## src/rtl/ttcp_pkg.sv

```systemverilog
package ttcp_pkg;

  // Screen geometry defaults
  localparam int unsigned ROW_COUNT_DEF = 30;
  localparam int unsigned COL_COUNT     = 80;

  localparam logic [2:0] COLOR_WHITE = 3'd7;

  // Control characters
  localparam logic [7:0] CH_BS    = 8'h08;
  localparam logic [7:0] CH_TAB   = 8'h09;
  localparam logic [7:0] CH_LF    = 8'h0A;
  localparam logic [7:0] CH_VT    = 8'h0B;
  localparam logic [7:0] CH_FF    = 8'h0C;
  localparam logic [7:0] CH_CR    = 8'h0D;
  localparam logic [7:0] CH_LEFT  = 8'h1C;
  localparam logic [7:0] CH_RIGHT = 8'h1D;
  localparam logic [7:0] CH_DOWN  = 8'h1E;
  localparam logic [7:0] CH_UP    = 8'h1F;
  localparam logic [7:0] CH_SPACE = 8'h20;
  localparam logic [7:0] CH_DEL   = 8'h7F;

  // Drawing operations
  typedef enum logic [3:0] {
    OP_NONE      = 4'd0,
    OP_DRAW      = 4'd1,
    OP_BLANK     = 4'd2,
    OP_CLR_ROW   = 4'd3,
    OP_CLR_SCR   = 4'd4,
    OP_RESET_SCR = 4'd5,
    OP_SCROLL    = 4'd6,
    OP_ROW_COLOR = 4'd7,
    OP_ALL_COLOR = 4'd8,
    OP_BLINK     = 4'd9
  } op_e;

  // Armed two-byte color command
  typedef enum logic [1:0] {
    PEND_NONE   = 2'd0,
    PEND_LINE   = 2'd1,
    PEND_SCREEN = 2'd2
  } pend_e;

  // Action on the row color store
  typedef enum logic [1:0] {
    CA_NONE   = 2'd0,
    CA_WRITE  = 2'd1,
    CA_FILL   = 2'd2,
    CA_SCROLL = 2'd3
  } color_act_e;

  typedef struct packed {
    logic [4:0] cur_row;
    logic [6:0] cur_col;
    logic [4:0] saved_row;
    logic [6:0] saved_col;
    pend_e      pend;
    logic       blink;
  } cursor_t;

  typedef struct packed {
    color_act_e act;
    logic [4:0] row;
    logic [2:0] color;
  } color_cmd_t;

  typedef struct packed {
    op_e        op;
    logic [4:0] row;
    logic [6:0] col;
    logic [6:0] glyph;
    logic [2:0] color;
    logic       blink_on;
    logic [4:0] cursor_row;
    logic [6:0] cursor_col;
    logic       last;
  } result_t;

  // Keep the high bit of each 2-bit channel of rr_gg_bb
  function automatic logic [2:0] reduce_color(input logic [5:0] c);
    return {c[5], c[3], c[1]};
  endfunction

endpackage

```

## src/rtl/text_terminal_command_parser_top.sv

```systemverilog
// Channel | Direction | Beat
// in      | input     | in_byte_i (one character or command byte)
// out     | output    | op_o row_o col_o glyph_o color_o blink_on_o cursor_row_o
//         |           | cursor_col_o last_o (one drawing operation)
//
// A byte sits in the input register, then its results load the output register.
// One byte per cycle sustained when it yields one beat and the output does not stall;
// a printable byte that wraps holds back the next byte, its second beat held in a spare
// slot behind the output register.
// Reset puts the cursor at top left, clears blink and any armed color command and sets
// every row color to white; no clearing pass is needed.
// A stalled output holds at most one byte in the input register.
module text_terminal_command_parser_top #(
  parameter int unsigned ROW_COUNT = ttcp_pkg::ROW_COUNT_DEF
) (
  input  logic       clk_i,
  input  logic       rst_ni,
  input  logic       in_valid_i,
  output logic       in_ready_o,
  input  logic [7:0] in_byte_i,
  output logic       out_valid_o,
  input  logic       out_ready_i,
  output logic [3:0] op_o,
  output logic [4:0] row_o,
  output logic [6:0] col_o,
  output logic [6:0] glyph_o,
  output logic [2:0] color_o,
  output logic       blink_on_o,
  output logic [4:0] cursor_row_o,
  output logic [6:0] cursor_col_o,
  output logic       last_o
);

  logic                 in_v_q;
  logic [7:0]           in_byte_q;
  logic                 fire;
  logic                 free;
  ttcp_pkg::cursor_t    cur_q;
  ttcp_pkg::cursor_t    cur_d;
  ttcp_pkg::color_cmd_t cmd;
  ttcp_pkg::result_t    res0;
  ttcp_pkg::result_t    res1;
  ttcp_pkg::result_t    out_beat;
  logic                 two;
  logic [2:0]           row_color;

  assign fire       = in_v_q && free;
  assign in_ready_o = !in_v_q || fire;

  // Capture the input beat
  always_ff @(posedge clk_i or negedge rst_ni) begin
    if (!rst_ni) begin
      in_v_q <= 1'b0;
    end else if (in_ready_o) begin
      in_v_q <= in_valid_i;
    end
  end

  always_ff @(posedge clk_i) begin
    if (in_valid_i && in_ready_o) in_byte_q <= in_byte_i;
  end

  // Hold cursor, saved cursor, blink and armed color command
  always_ff @(posedge clk_i or negedge rst_ni) begin
    if (!rst_ni) begin
      cur_q <= '{cur_row: '0, cur_col: '0, saved_row: '0, saved_col: '0,
                 pend: ttcp_pkg::PEND_NONE, blink: 1'b0};
    end else if (fire) begin
      cur_q <= cur_d;
    end
  end

  ttcp_colors #(.ROW_COUNT(ROW_COUNT)) u_colors (
    .clk_i      (clk_i),
    .rst_ni     (rst_ni),
    .en_i       (fire),
    .cmd_i      (cmd),
    .rd_row_i   (cur_q.cur_row),
    .rd_color_o (row_color)
  );

  ttcp_decode #(.ROW_COUNT(ROW_COUNT)) u_decode (
    .byte_i      (in_byte_q),
    .cur_i       (cur_q),
    .row_color_i (row_color),
    .nxt_o       (cur_d),
    .cmd_o       (cmd),
    .res0_o      (res0),
    .res1_o      (res1),
    .two_o       (two)
  );

  ttcp_outbuf u_outbuf (
    .clk_i       (clk_i),
    .rst_ni      (rst_ni),
    .push_i      (fire),
    .two_i       (two),
    .res0_i      (res0),
    .res1_i      (res1),
    .out_ready_i (out_ready_i),
    .out_valid_o (out_valid_o),
    .out_o       (out_beat),
    .free_o      (free)
  );

  assign op_o         = out_beat.op;
  assign row_o        = out_beat.row;
  assign col_o        = out_beat.col;
  assign glyph_o      = out_beat.glyph;
  assign color_o      = out_beat.color;
  assign blink_on_o   = out_beat.blink_on;
  assign cursor_row_o = out_beat.cursor_row;
  assign cursor_col_o = out_beat.cursor_col;
  assign last_o       = out_beat.last;

endmodule

```

## src/rtl/ttcp_colors.sv

```systemverilog
module ttcp_colors #(
  parameter int unsigned ROW_COUNT = ttcp_pkg::ROW_COUNT_DEF
) (
  input  logic                  clk_i,
  input  logic                  rst_ni,
  input  logic                  en_i,
  input  ttcp_pkg::color_cmd_t  cmd_i,
  input  logic [4:0]            rd_row_i,
  output logic [2:0]            rd_color_o
);

  localparam int unsigned IdxW   = (ROW_COUNT > 1) ? $clog2(ROW_COUNT) : 1;
  localparam logic [5:0]  RowCnt = 6'(ROW_COUNT);

  logic [2:0]      color_q [ROW_COUNT];
  logic [IdxW-1:0] wr_idx;
  logic [IdxW-1:0] rd_idx;
  logic            wr_in_range;
  logic            rd_in_range;

  assign wr_idx      = cmd_i.row[IdxW-1:0];
  assign rd_idx      = rd_row_i[IdxW-1:0];
  assign wr_in_range = {1'b0, cmd_i.row} < RowCnt;
  assign rd_in_range = {1'b0, rd_row_i} < RowCnt;

  // Read the color of the cursor row
  assign rd_color_o = rd_in_range ? color_q[rd_idx] : ttcp_pkg::COLOR_WHITE;

  // Write one row, fill all rows or shift all rows up
  always_ff @(posedge clk_i or negedge rst_ni) begin
    if (!rst_ni) begin
      for (int i = 0; i < int'(ROW_COUNT); i++) color_q[i] <= ttcp_pkg::COLOR_WHITE;
    end else if (en_i) begin
      unique case (cmd_i.act)
        ttcp_pkg::CA_WRITE: begin
          if (wr_in_range) color_q[wr_idx] <= cmd_i.color;
        end
        ttcp_pkg::CA_FILL: begin
          for (int i = 0; i < int'(ROW_COUNT); i++) color_q[i] <= cmd_i.color;
        end
        ttcp_pkg::CA_SCROLL: begin
          for (int i = 0; i + 1 < int'(ROW_COUNT); i++) color_q[i] <= color_q[i+1];
        end
        default: ;
      endcase
    end
  end

endmodule

```

## src/rtl/ttcp_decode.sv

```systemverilog
module ttcp_decode #(
  parameter int unsigned ROW_COUNT = ttcp_pkg::ROW_COUNT_DEF
) (
  input  logic [7:0]           byte_i,
  input  ttcp_pkg::cursor_t    cur_i,
  input  logic [2:0]           row_color_i,
  output ttcp_pkg::cursor_t    nxt_o,
  output ttcp_pkg::color_cmd_t cmd_o,
  output ttcp_pkg::result_t    res0_o,
  output ttcp_pkg::result_t    res1_o,
  output logic                 two_o
);

  localparam logic [4:0] RowLast  = 5'(ROW_COUNT - 1);
  localparam logic [5:0] RowCnt   = 6'(ROW_COUNT);
  localparam logic [6:0] ColLast  = 7'(ttcp_pkg::COL_COUNT - 1);
  localparam logic [6:0] ColTab   = 7'(ttcp_pkg::COL_COUNT - 5);
  localparam logic [7:0] ColCnt8  = 8'(ttcp_pkg::COL_COUNT);

  // Line down: copy color to the next row, or scroll on the bottom row
  ttcp_pkg::op_e        ld_op;
  logic [4:0]           ld_row;
  logic [2:0]           ld_color;
  logic [4:0]           ld_cur_row;
  ttcp_pkg::color_cmd_t ld_cmd;

  always_comb begin
    if (cur_i.cur_row < RowLast) begin
      ld_op      = ttcp_pkg::OP_ROW_COLOR;
      ld_row     = cur_i.cur_row + 5'd1;
      ld_color   = row_color_i;
      ld_cur_row = cur_i.cur_row + 5'd1;
      ld_cmd     = '{act: ttcp_pkg::CA_WRITE, row: cur_i.cur_row + 5'd1, color: row_color_i};
    end else begin
      ld_op      = ttcp_pkg::OP_SCROLL;
      ld_row     = '0;
      ld_color   = '0;
      ld_cur_row = cur_i.cur_row;
      ld_cmd     = '{act: ttcp_pkg::CA_SCROLL, row: '0, color: '0};
    end
  end

  ttcp_pkg::op_e nx_op;
  logic [4:0]    nx_row;
  logic [6:0]    nx_col;
  logic [6:0]    nx_glyph;
  logic [2:0]    nx_color;
  logic [2:0]    pc;
  logic [6:0]    tab_base;
  logic [7:0]    col_inc;

  assign pc       = ttcp_pkg::reduce_color(byte_i[5:0]);
  assign tab_base = {cur_i.cur_col[6:2], 2'b00};
  assign col_inc  = {1'b0, cur_i.cur_col} + 8'd1;

  // Decode one byte against the current cursor state
  always_comb begin
    nxt_o    = cur_i;
    cmd_o    = '{act: ttcp_pkg::CA_NONE, row: '0, color: '0};
    nx_op    = ttcp_pkg::OP_NONE;
    nx_row   = '0;
    nx_col   = '0;
    nx_glyph = '0;
    nx_color = '0;
    two_o    = 1'b0;

    if (cur_i.pend != ttcp_pkg::PEND_NONE) begin
      // Second byte of a color command
      nxt_o.pend = ttcp_pkg::PEND_NONE;
      unique case (cur_i.pend)
        ttcp_pkg::PEND_LINE: begin
          cmd_o    = '{act: ttcp_pkg::CA_WRITE, row: cur_i.cur_row, color: pc};
          nx_op    = ttcp_pkg::OP_ROW_COLOR;
          nx_row   = cur_i.cur_row;
          nx_color = pc;
        end
        ttcp_pkg::PEND_SCREEN: begin
          cmd_o    = '{act: ttcp_pkg::CA_FILL, row: '0, color: pc};
          nx_op    = ttcp_pkg::OP_ALL_COLOR;
          nx_color = pc;
        end
        default: ;
      endcase
    end else if (byte_i[7]) begin
      // Command byte, bit 4 ignored outside the row and column commands
      priority if (byte_i[6]) begin
        if ({1'b0, byte_i[5:0]} < ColCnt8[6:0]) nxt_o.cur_col = {1'b0, byte_i[5:0]};
      end else if (byte_i[5]) begin
        if ({1'b0, byte_i[4:0]} < RowCnt) nxt_o.cur_row = byte_i[4:0];
      end else if (byte_i[3]) begin
        nxt_o.pend = byte_i[0] ? ttcp_pkg::PEND_LINE : ttcp_pkg::PEND_SCREEN;
      end else if (byte_i[2]) begin
        priority if (byte_i[1]) begin
          if (byte_i[0]) begin
            nx_op  = ttcp_pkg::OP_CLR_ROW;
            nx_row = cur_i.cur_row;
          end else begin
            nx_op  = ttcp_pkg::OP_CLR_SCR;
          end
        end else if (byte_i[0]) begin
          nxt_o.cur_row = cur_i.saved_row;
          nxt_o.cur_col = cur_i.saved_col;
        end else begin
          nxt_o.saved_row = cur_i.cur_row;
          nxt_o.saved_col = cur_i.cur_col;
        end
      end else if (byte_i[1]) begin
        nxt_o.blink = byte_i[0];
        nx_op       = ttcp_pkg::OP_BLINK;
      end else if (byte_i[0]) begin
        nxt_o.cur_row = '0;
        nxt_o.cur_col = '0;
        cmd_o         = '{act: ttcp_pkg::CA_FILL, row: '0, color: ttcp_pkg::COLOR_WHITE};
        nx_op         = ttcp_pkg::OP_RESET_SCR;
      end else begin
        nx_op = ttcp_pkg::OP_NONE;
      end
    end else begin
      // Control or printable character
      unique case (byte_i)
        ttcp_pkg::CH_BS: begin
          if (cur_i.cur_col != 7'd0) begin
            nxt_o.cur_col = cur_i.cur_col - 7'd1;
            nx_op         = ttcp_pkg::OP_BLANK;
            nx_row        = cur_i.cur_row;
            nx_col        = cur_i.cur_col - 7'd1;
          end
        end
        ttcp_pkg::CH_DEL: begin
          nx_op  = ttcp_pkg::OP_BLANK;
          nx_row = cur_i.cur_row;
          nx_col = cur_i.cur_col;
          if (cur_i.cur_col < ColLast) nxt_o.cur_col = cur_i.cur_col + 7'd1;
        end
        ttcp_pkg::CH_TAB: begin
          nxt_o.cur_col = (tab_base < ColTab) ? tab_base + 7'd4 : ColLast;
        end
        ttcp_pkg::CH_LF, ttcp_pkg::CH_VT: begin
          if (byte_i == ttcp_pkg::CH_LF) nxt_o.cur_col = '0;
          nxt_o.cur_row = ld_cur_row;
          cmd_o         = ld_cmd;
          nx_op         = ld_op;
          nx_row        = ld_row;
          nx_color      = ld_color;
        end
        ttcp_pkg::CH_FF: begin
          nxt_o.cur_row = RowLast;
          nxt_o.cur_col = '0;
          cmd_o         = '{act: ttcp_pkg::CA_FILL, row: '0, color: ttcp_pkg::COLOR_WHITE};
          nx_op         = ttcp_pkg::OP_RESET_SCR;
        end
        ttcp_pkg::CH_CR: nxt_o.cur_col = '0;
        ttcp_pkg::CH_LEFT: begin
          if (cur_i.cur_col != 7'd0) nxt_o.cur_col = cur_i.cur_col - 7'd1;
        end
        ttcp_pkg::CH_RIGHT: begin
          if (cur_i.cur_col < ColLast) nxt_o.cur_col = cur_i.cur_col + 7'd1;
        end
        ttcp_pkg::CH_DOWN: begin
          if (cur_i.cur_row < RowLast) nxt_o.cur_row = cur_i.cur_row + 5'd1;
        end
        ttcp_pkg::CH_UP: begin
          if (cur_i.cur_row != 5'd0) nxt_o.cur_row = cur_i.cur_row - 5'd1;
        end
        default: begin
          if (byte_i >= ttcp_pkg::CH_SPACE) begin
            // Draw, advance, wrap to the next line past the last column
            nx_op    = ttcp_pkg::OP_DRAW;
            nx_row   = cur_i.cur_row;
            nx_col   = cur_i.cur_col;
            nx_glyph = byte_i[6:0];
            if (col_inc >= ColCnt8) begin
              nxt_o.cur_col = '0;
              nxt_o.cur_row = ld_cur_row;
              cmd_o         = ld_cmd;
              two_o         = 1'b1;
            end else begin
              nxt_o.cur_col = col_inc[6:0];
            end
          end
        end
      endcase
    end
  end

  // Tag both beats with the cursor and blink state after this byte
  assign res0_o = '{op: nx_op, row: nx_row, col: nx_col, glyph: nx_glyph, color: nx_color,
                    blink_on: nxt_o.blink, cursor_row: nxt_o.cur_row,
                    cursor_col: nxt_o.cur_col, last: !two_o};
  assign res1_o = '{op: ld_op, row: ld_row, col: '0, glyph: '0, color: ld_color,
                    blink_on: nxt_o.blink, cursor_row: nxt_o.cur_row,
                    cursor_col: nxt_o.cur_col, last: 1'b1};

endmodule

```

## src/rtl/ttcp_outbuf.sv

```systemverilog
module ttcp_outbuf (
  input  logic              clk_i,
  input  logic              rst_ni,
  input  logic              push_i,
  input  logic              two_i,
  input  ttcp_pkg::result_t res0_i,
  input  ttcp_pkg::result_t res1_i,
  input  logic              out_ready_i,
  output logic              out_valid_o,
  output ttcp_pkg::result_t out_o,
  output logic              free_o
);

  logic              out_v_q;
  logic              ext_v_q;
  ttcp_pkg::result_t out_q;
  ttcp_pkg::result_t ext_q;

  // Room for a new byte: no second beat waiting and the head slot empty or its beat leaving
  assign free_o      = !ext_v_q && (!out_v_q || out_ready_i);
  assign out_valid_o = out_v_q;
  assign out_o       = out_q;

  // Track which slots hold a beat
  always_ff @(posedge clk_i or negedge rst_ni) begin
    if (!rst_ni) begin
      out_v_q <= 1'b0;
      ext_v_q <= 1'b0;
    end else if (ext_v_q) begin
      if (out_ready_i) ext_v_q <= 1'b0;
    end else if (push_i) begin
      out_v_q <= 1'b1;
      ext_v_q <= two_i;
    end else if (out_ready_i) begin
      out_v_q <= 1'b0;
    end
  end

  // Load the payload slots
  always_ff @(posedge clk_i) begin
    if (ext_v_q) begin
      if (out_ready_i) out_q <= ext_q;
    end else if (push_i) begin
      out_q <= res0_i;
      ext_q <= res1_i;
    end
  end

endmodule

```

## config.mk

```make
export PLATFORM = sky130hd
export DESIGN_NAME = text_terminal_command_parser_top
export DESIGN_NICKNAME = d
export VERILOG_FILES = /design/src/rtl/ttcp_pkg.sv /design/src/rtl/text_terminal_command_parser_top.sv /design/src/rtl/ttcp_colors.sv /design/src/rtl/ttcp_decode.sv /design/src/rtl/ttcp_outbuf.sv
export SDC_FILE = /design/constraint.sdc
export NUM_CORES = 1
export LEC_CHECK = 0
export BUFFER_PORTS_ARGS = -buffer_cell sky130_fd_sc_hd__buf_2
export CAP_MARGIN = 20
export CORE_UTILIZATION = 27
export CTS_BUF_LIST = sky130_fd_sc_hd__clkbuf_4 sky130_fd_sc_hd__clkbuf_8
export DETAILED_ROUTE_END_ITERATION = 12
export SETUP_SLACK_MARGIN = 0.3
export SLEW_MARGIN = 25
export SYNTH_ARGS = -nofsm -noshare
export SYNTH_HDL_FRONTEND = slang
export SYNTH_HIERARCHICAL = 1
export SYNTH_SLANG_ARGS = --single-unit
export TNS_END_PERCENT = 1
```

## constraint.sdc

```tcl
create_clock -name clk_i -period 4.2 [get_ports clk_i]
set_clock_uncertainty 0.05 [all_clocks]
set_input_delay 0.42 -clock clk_i [delete_from_list [all_inputs] [get_ports clk_i]]
set_output_delay 0.42 -clock clk_i [all_outputs]
set_load 0.01 [all_outputs]
```

* Word-level counts from Yosys, hierarchy flattened
Cells that the tools add are included.
Storage, ports and cells: register bits 193, latch bits 0, memory bits (writable) 0, memory bits (read-only) 0, input bits 12, output and inout bits 42, word-level logic and storage cells 258, memories kept 0
Cells by class: add/sub/neg operators 6, $mul 0, divide/modulo/power cells 0, $lt $le $gt $ge 12, equal/unequal tests 23, shifts and indexed selects 0, mux-type cells 117, bitwise operators 6, reduce and logical (&&, ||, !) cells 39
Operator list (number):
- 87-bit case mux with 3 select lines | 1
- 24-bit two-way mux | 7
- 40-bit two-way mux | 3
- 10-bit two-way mux | 11
- 7-bit two-way mux | 15
- 90-bit bitwise mux | 1
- 5-bit two-way mux | 18
- 90-bit two-way mux | 1
- 12-bit two-way mux | 7
- 8-bit by 4-bit equality test with 1-bit output (second input constant) | 6
- 7-bit case mux with 6 select lines | 1
- 5-bit case mux with 4 select lines | 2
- 3-bit two-way mux | 11
- 8-bit by 5-bit equality test with 1-bit output (second input constant) | 4
- 4-bit two-way mux | 8
- 15-bit two-way mux | 2
- 10-bit case mux with 3 select lines | 1
- 22-bit two-way mux | 1
- 7-bit case mux with 3 select lines | 1
- 5-bit less-than comparator (second input constant) | 4
- 10-bit case mux with 2 select lines | 1
- 4-bit case mux with 5 select lines | 1
- 1-bit two-way mux | 16
- 3-bit binary-select mux with 5-bit select | 1
- other kinds (42) | 79

* Depth between registers and ports, before layout
depth after elaboration 19, depth in mapped cells 16, depth with buffers taken out 11

* Modules after synthesis
Netlist, hierarchy kept.
By module, submodules not included:
- ttcp_colors | instances 1, cells an instance 694, area each 6199.7 µm², sequential area each 2364.8 µm²
- ttcp_decode | instances 1, cells an instance 553, area each 3280.6 µm², sequential area each 0.0 µm²
- ttcp_outbuf | instances 1, cells an instance 134, area each 3145.5 µm², sequential area each 2452.4 µm²
- text_terminal_command_parser_top | instances 1, cells an instance 70, area each 1373.8 µm², sequential area each 940.9 µm²

* Worst setup path after synthesis
Ideal clock, no wire load.
path kind reg-to-reg, from register u_outbuf.ext_v_q, to register u_outbuf.out_q, in the netlist u_outbuf/out_o[0] (enable), setup time 0.396 ns, arrival 3.407 ns, data required time 3.754 ns, slack 0.347 ns, cell stages (with the launch flop) 9, buffers on the path 3, clock period less this slack 3.853 ns, path through dfrtp_1 > buf_6 > buf_6 > a21oi_1 > nand2_4 > buf_6 > inv_1 > nor2b_2 > a21o_1
Between the ends: cells in the longest elaborated chain, start to end 5, elaborated cells on any way between the ends 6, those cells by class eq/ne (1); reduce/logical (5)
Ends and longest elaborated chain:
- start: declaration | RTL line ttcp_outbuf.sv:15 | logic ext_v_q;
- start signal: assignment | RTL line ttcp_outbuf.sv:33 | ext_v_q <= two_i;
- 1-bit logical NOT | RTL line ttcp_outbuf.sv:20 | assign free_o = !ext_v_q && (!out_v_q || out_ready_i);
- 1-bit logical AND | RTL line ttcp_outbuf.sv:20
- net free | RTL line text_terminal_command_parser_top.sv:37 | logic free;
- 1-bit logical AND | RTL line text_terminal_command_parser_top.sv:47 | assign fire = in_v_q && free;
- net fire | RTL line text_terminal_command_parser_top.sv:36 | logic fire;
- 2-bit nonzero test (no source line)
- 2-bit AND reduction (no source line)
- end signal: assignment | RTL line ttcp_outbuf.sv:42 | if (out_ready_i) out_q <= ext_q;
- end signal: assignment | RTL line ttcp_outbuf.sv:44 | out_q <= res0_i;
- end: declaration | RTL line ttcp_outbuf.sv:16 | ttcp_pkg::result_t out_q;
The timed path passes the listed nets, and every way through them passes these cells. A chain may end at the register's enable or synchronous reset.

==> summary.txt <==
Run status
  – Status: finished, final reports clean

STA
  – Worst slew pin tran: 0.923 ns
  – Setup TNS Final: 0 ns
  – Final period utilization: between 80% and 90%
  – Setup-failing EPs final: 0
  – Slew Limit Headroom: between 30% and 40%
  – RSZ-0062 raised after global routing: true
  – Final Slew Violations: 0
  – Achievable clock frequency: 271 MHz
  – Fin crit period: 3.69 ns
  – Hold Fails Final Rpt: 0

Setup path
  – WP data required: about 4.6 ns
  – R2R setup slack: 0.51 ns
  – Cells on worst reg2reg path: 9
  – Worst setup SP type: flop
  – Critical Path End Type: flop
  – Crit path DAT: around 4.1 ns
  – Worst r2r src: cur_q[24]$_DFFE_PN0P_
  – Crit-path max FO: 14
  – Critical setup path kind: reg2reg
  – Worst reg2reg endpoint: u_colors/color_q[21]$_DFFE_PN1P_

Placed design
  – Port Buffers: 53
  – HPWL after DPL: between 20000 and 30000 um
  – GPL Wtd Cong: between 0.9 and 1

Pwr
  – PwrDens: roughly 630 nW/um^2
  – Leakage: ~5.5 nW
  – Maximum VDD drop: between 0.2 and 0.25 mV
  – Total power: between 9 and 10 mW

Floorplanning
  – Initial Utilization: 27.3%
  – Total core area: between 50000 and 60000 um^2
  – I/O Pins: 54
  – FP Rows: 83
  – Die Width: roughly 230 um
  – Die area: between 50000 and 60000 um^2
  – Chip Height: 230 um

Clock network
  – Clock root buffer master: clkbuf_8
  – Clk sinks: about 210
  – Num CTS Buffers: 35
  – H-tree depth: 2
  – Clk pin slew, worst setup/hold paths: around 0.07 ns
  – CTS max path bufs: 3
  – CTS tree: done
  – Clock insertion delay at the later pin of the skew report: between 0.5 and 0.6 ns

Hold path
  – Worst Hold Launch: in_byte_i[7]
  – Worst hold path class: in2reg
  – WHS Endpoint: in_byte_q[7]$_DFFE_PP_
  – Hold Path Depth: 1

Global routing
  – First-pass GRT wire length: 67400 um
  – Vias in the first global route: about 11k
  – Antenna violations before repair: 0
  – GRT overflow: 0
  – Largest net degree at the start of global routing: slightly below 80
  – Gr usage total: around 16%

Yosys
  – Asr flop ratio synth: 57.7%
  – Synth area leaders: edfxtp_1, dfstp_2, mux2_4, dfrtp_1, o21ai_0
  – Synth Register Bits: between 200 and 250
  – Synth cell types: 86
  – Xor and xnor area share after synthesis: less than 1%
  – Seq/Total Area, Yosys: between 40% and 50%
  – Dominant synthesized flop cell: dfstp_2
  – Post-synth EDFFs: 88
  – Yosys warns: 6
  – Largest family of logic cells by synthesized area: compound AO/OA/AOI/OAI gates
  – Leading area contributor after synthesis: edfxtp_1
  – Syn Std Cell Area: 14000 um^2
  – Synth Area in Adders: 1.14%
  – Most common cell in the netlist: nand2_1
  – Synth Area in Compound Gates: between 20% and 30%
  – Top cell type's share of synthesized area: 18.9%
  – Cell count after synthesis: 1451
  – Fraction of synthesized area in multiplexers: 11.0%
  – Synth cell count leaders: nand2_1, o21ai_0, nor2_1
  – Post-Synth Simple-Gate Area: 17.7%
  – Syn Area/Cell: 9.65 um^2

Routing
  – WL per Instance: between 20 and 25 um
  – Met2 WL: around 19000 um
  – M1 WL: around 20000 um
  – Final ANT Viol Nets: 0
  – 1st-iter DRT viols: ~1.3k
  – Met3 WL: between 3000 and 4000 um
  – Residual DRC: 0
  – Via count: around 12k
  – Top Layer Used: met4
  – Post-Route WL: roughly 43000 um
  – Via density: 5.37
  – DRT Pass-1 Iters: 8

Flow run
  – Max-Cap Viols: 0

Cells and area
  – Area grow syn2layout: 11.6%
  – Fraction of layout cells with a size suffix above 1: between 20% and 30%
  – Util after Layout: a little under a third
  – Nets: 1484
layer usage:
layer,vias to the layer above,global-route usage (%)
li1,5297,-
met1,5721,22.7
met2,522,24.4
met3,94,2.53
met4,0,5.90
met5,-,0
registers in the layout (all words and copies together) (netlist names):
signal                flops
in_byte_q                 8
u_colors/color_q         90
u_outbuf/ext_q           40
u_outbuf/out_o           40
in_v_q                    1
u_outbuf/out_valid_o      1
u_outbuf/ext_v_q          1
cur_q                    27
critical path, cell delays in order (launching register included):
cell and delay (ns):
dfrtp_1 0.67, nand3_1 0.30, nor2_1 0.39, clkinv_1 0.36, and2_1 0.31, a221o_1 0.43
or3b_1 0.60, nor2_1 0.17, o21ai_0 0.10, o22a_1 0.19
how the worst max path moves through the flow:
stage,depth (start not counted),endpoint,slack [ns],start
5_1_grt,11,u_colors/color_q[32]$_DFFE_PN1P_,0.24,in_byte_q[6]$_DFFE_PP_
4_1_cts,12,u_colors/color_q[47]$_DFFE_PN1P_,0.36,cur_q[15]$_DFFE_PN0P_
2_1_floorplan,8,u_outbuf/out_o[0]$_DFFE_PP_,0.35,u_outbuf/ext_v_q$_DFF_PN0_
6_report,9,u_colors/color_q[21]$_DFFE_PN1P_,0.51,cur_q[24]$_DFFE_PN0P_
3_3_place_gp,12,u_colors/color_q[74]$_DFFE_PN1P_,0.50,in_byte_q[0]$_DFFE_PP_
3_5_place_dp,12,u_colors/color_q[47]$_DFFE_PN1P_,0.39,cur_q[15]$_DFFE_PN0P_
stage by stage:
stage | hold WS, ns | instances | area, um^2 | setup slack [ns]
after detailed placement | 0.451 | 2094 | 14800 | 0.394
after global routing | 0.0194 | 2165 | 15600 | 0.237
after floorplan | 0.0744 | 1467 | 14100 | 0.347
after global placement | 0.437 | 2094 | 14800 | 0.502
after CTS | 0.00510 | 2165 | 15600 | 0.355
final | 0.0360 | 2166 | 15600 | 0.510
layout make-up:
cell class	count	area, um^2
tap	680	851
fill	5326	35700
clock inverter	11	140
antenna	1	2.50
timing repair buffer	128	932
sequential	208	5760
inverter	29	109
clock buffer	51	621
multi-input combinational	1058	7210
timing repair:
| item | 4_1_cts | 5_1_grt |
|---|---|---|
| buffers inserted | 0 | 0 |
| resized for setup | 0 | 3 |
| hold endpoints to repair | 9 | 0 |
| endpoints found under the setup margin | 0 | 90 |
| hold buffers | 9 | 0 |
cells in the final DEF (no fill, tap or decap), types with 7 or more instances in the layout:
cell type        n
or3b_1           8
dfrtp_1         28
clkbuf_8        38
a21oi_1         96
edfxtp_1        88
a22o_1           9
or3_1            7
conb_1          18
and3_1          21
nand2_1        144
a22oi_1         17
nor2b_1          8
dfstp_2         90
mux2_2          19
mux2i_1         44
o22a_1          72
inv_1           28
mux2_4          56
buf_2           52
nor3b_1         14
a31oi_1         14
nand3_1         34
nor2_1         111
buf_4           60
o21ai_0        129
nor3_1          21
dlygate4sd3_1    9
clkbuf_4        13
and2_1          13
nand4_1         12
nand3b_1         7
nand2b_1         9
o22ai_1          8
ha_1            12
o21ai_1          9
o32a_1          15
a211oi_1         7
nor3b_2         19
power breakdown:
part | switching, mW | leakage (nW) | internal [mW]
sequential | 0.408 | 2.16 | 3.02
clock | 0.886 | 0.393 | 1.14
combinational | 2.59 | 2.99 | 1.72
total | 3.88 | 5.55 | 5.89
cells by family (layout without fill, tap and decap cells):
kind of cell	count (synthesis)	count (layout)
fa+ha+maj	13	13
simple gates	464	464
other cells	2	19
compound gates	436	436
flops	208	208
mux	121	121
xor+xnor	6	6
buf+inv	201	219
Power figures use the tool's default switching activity.
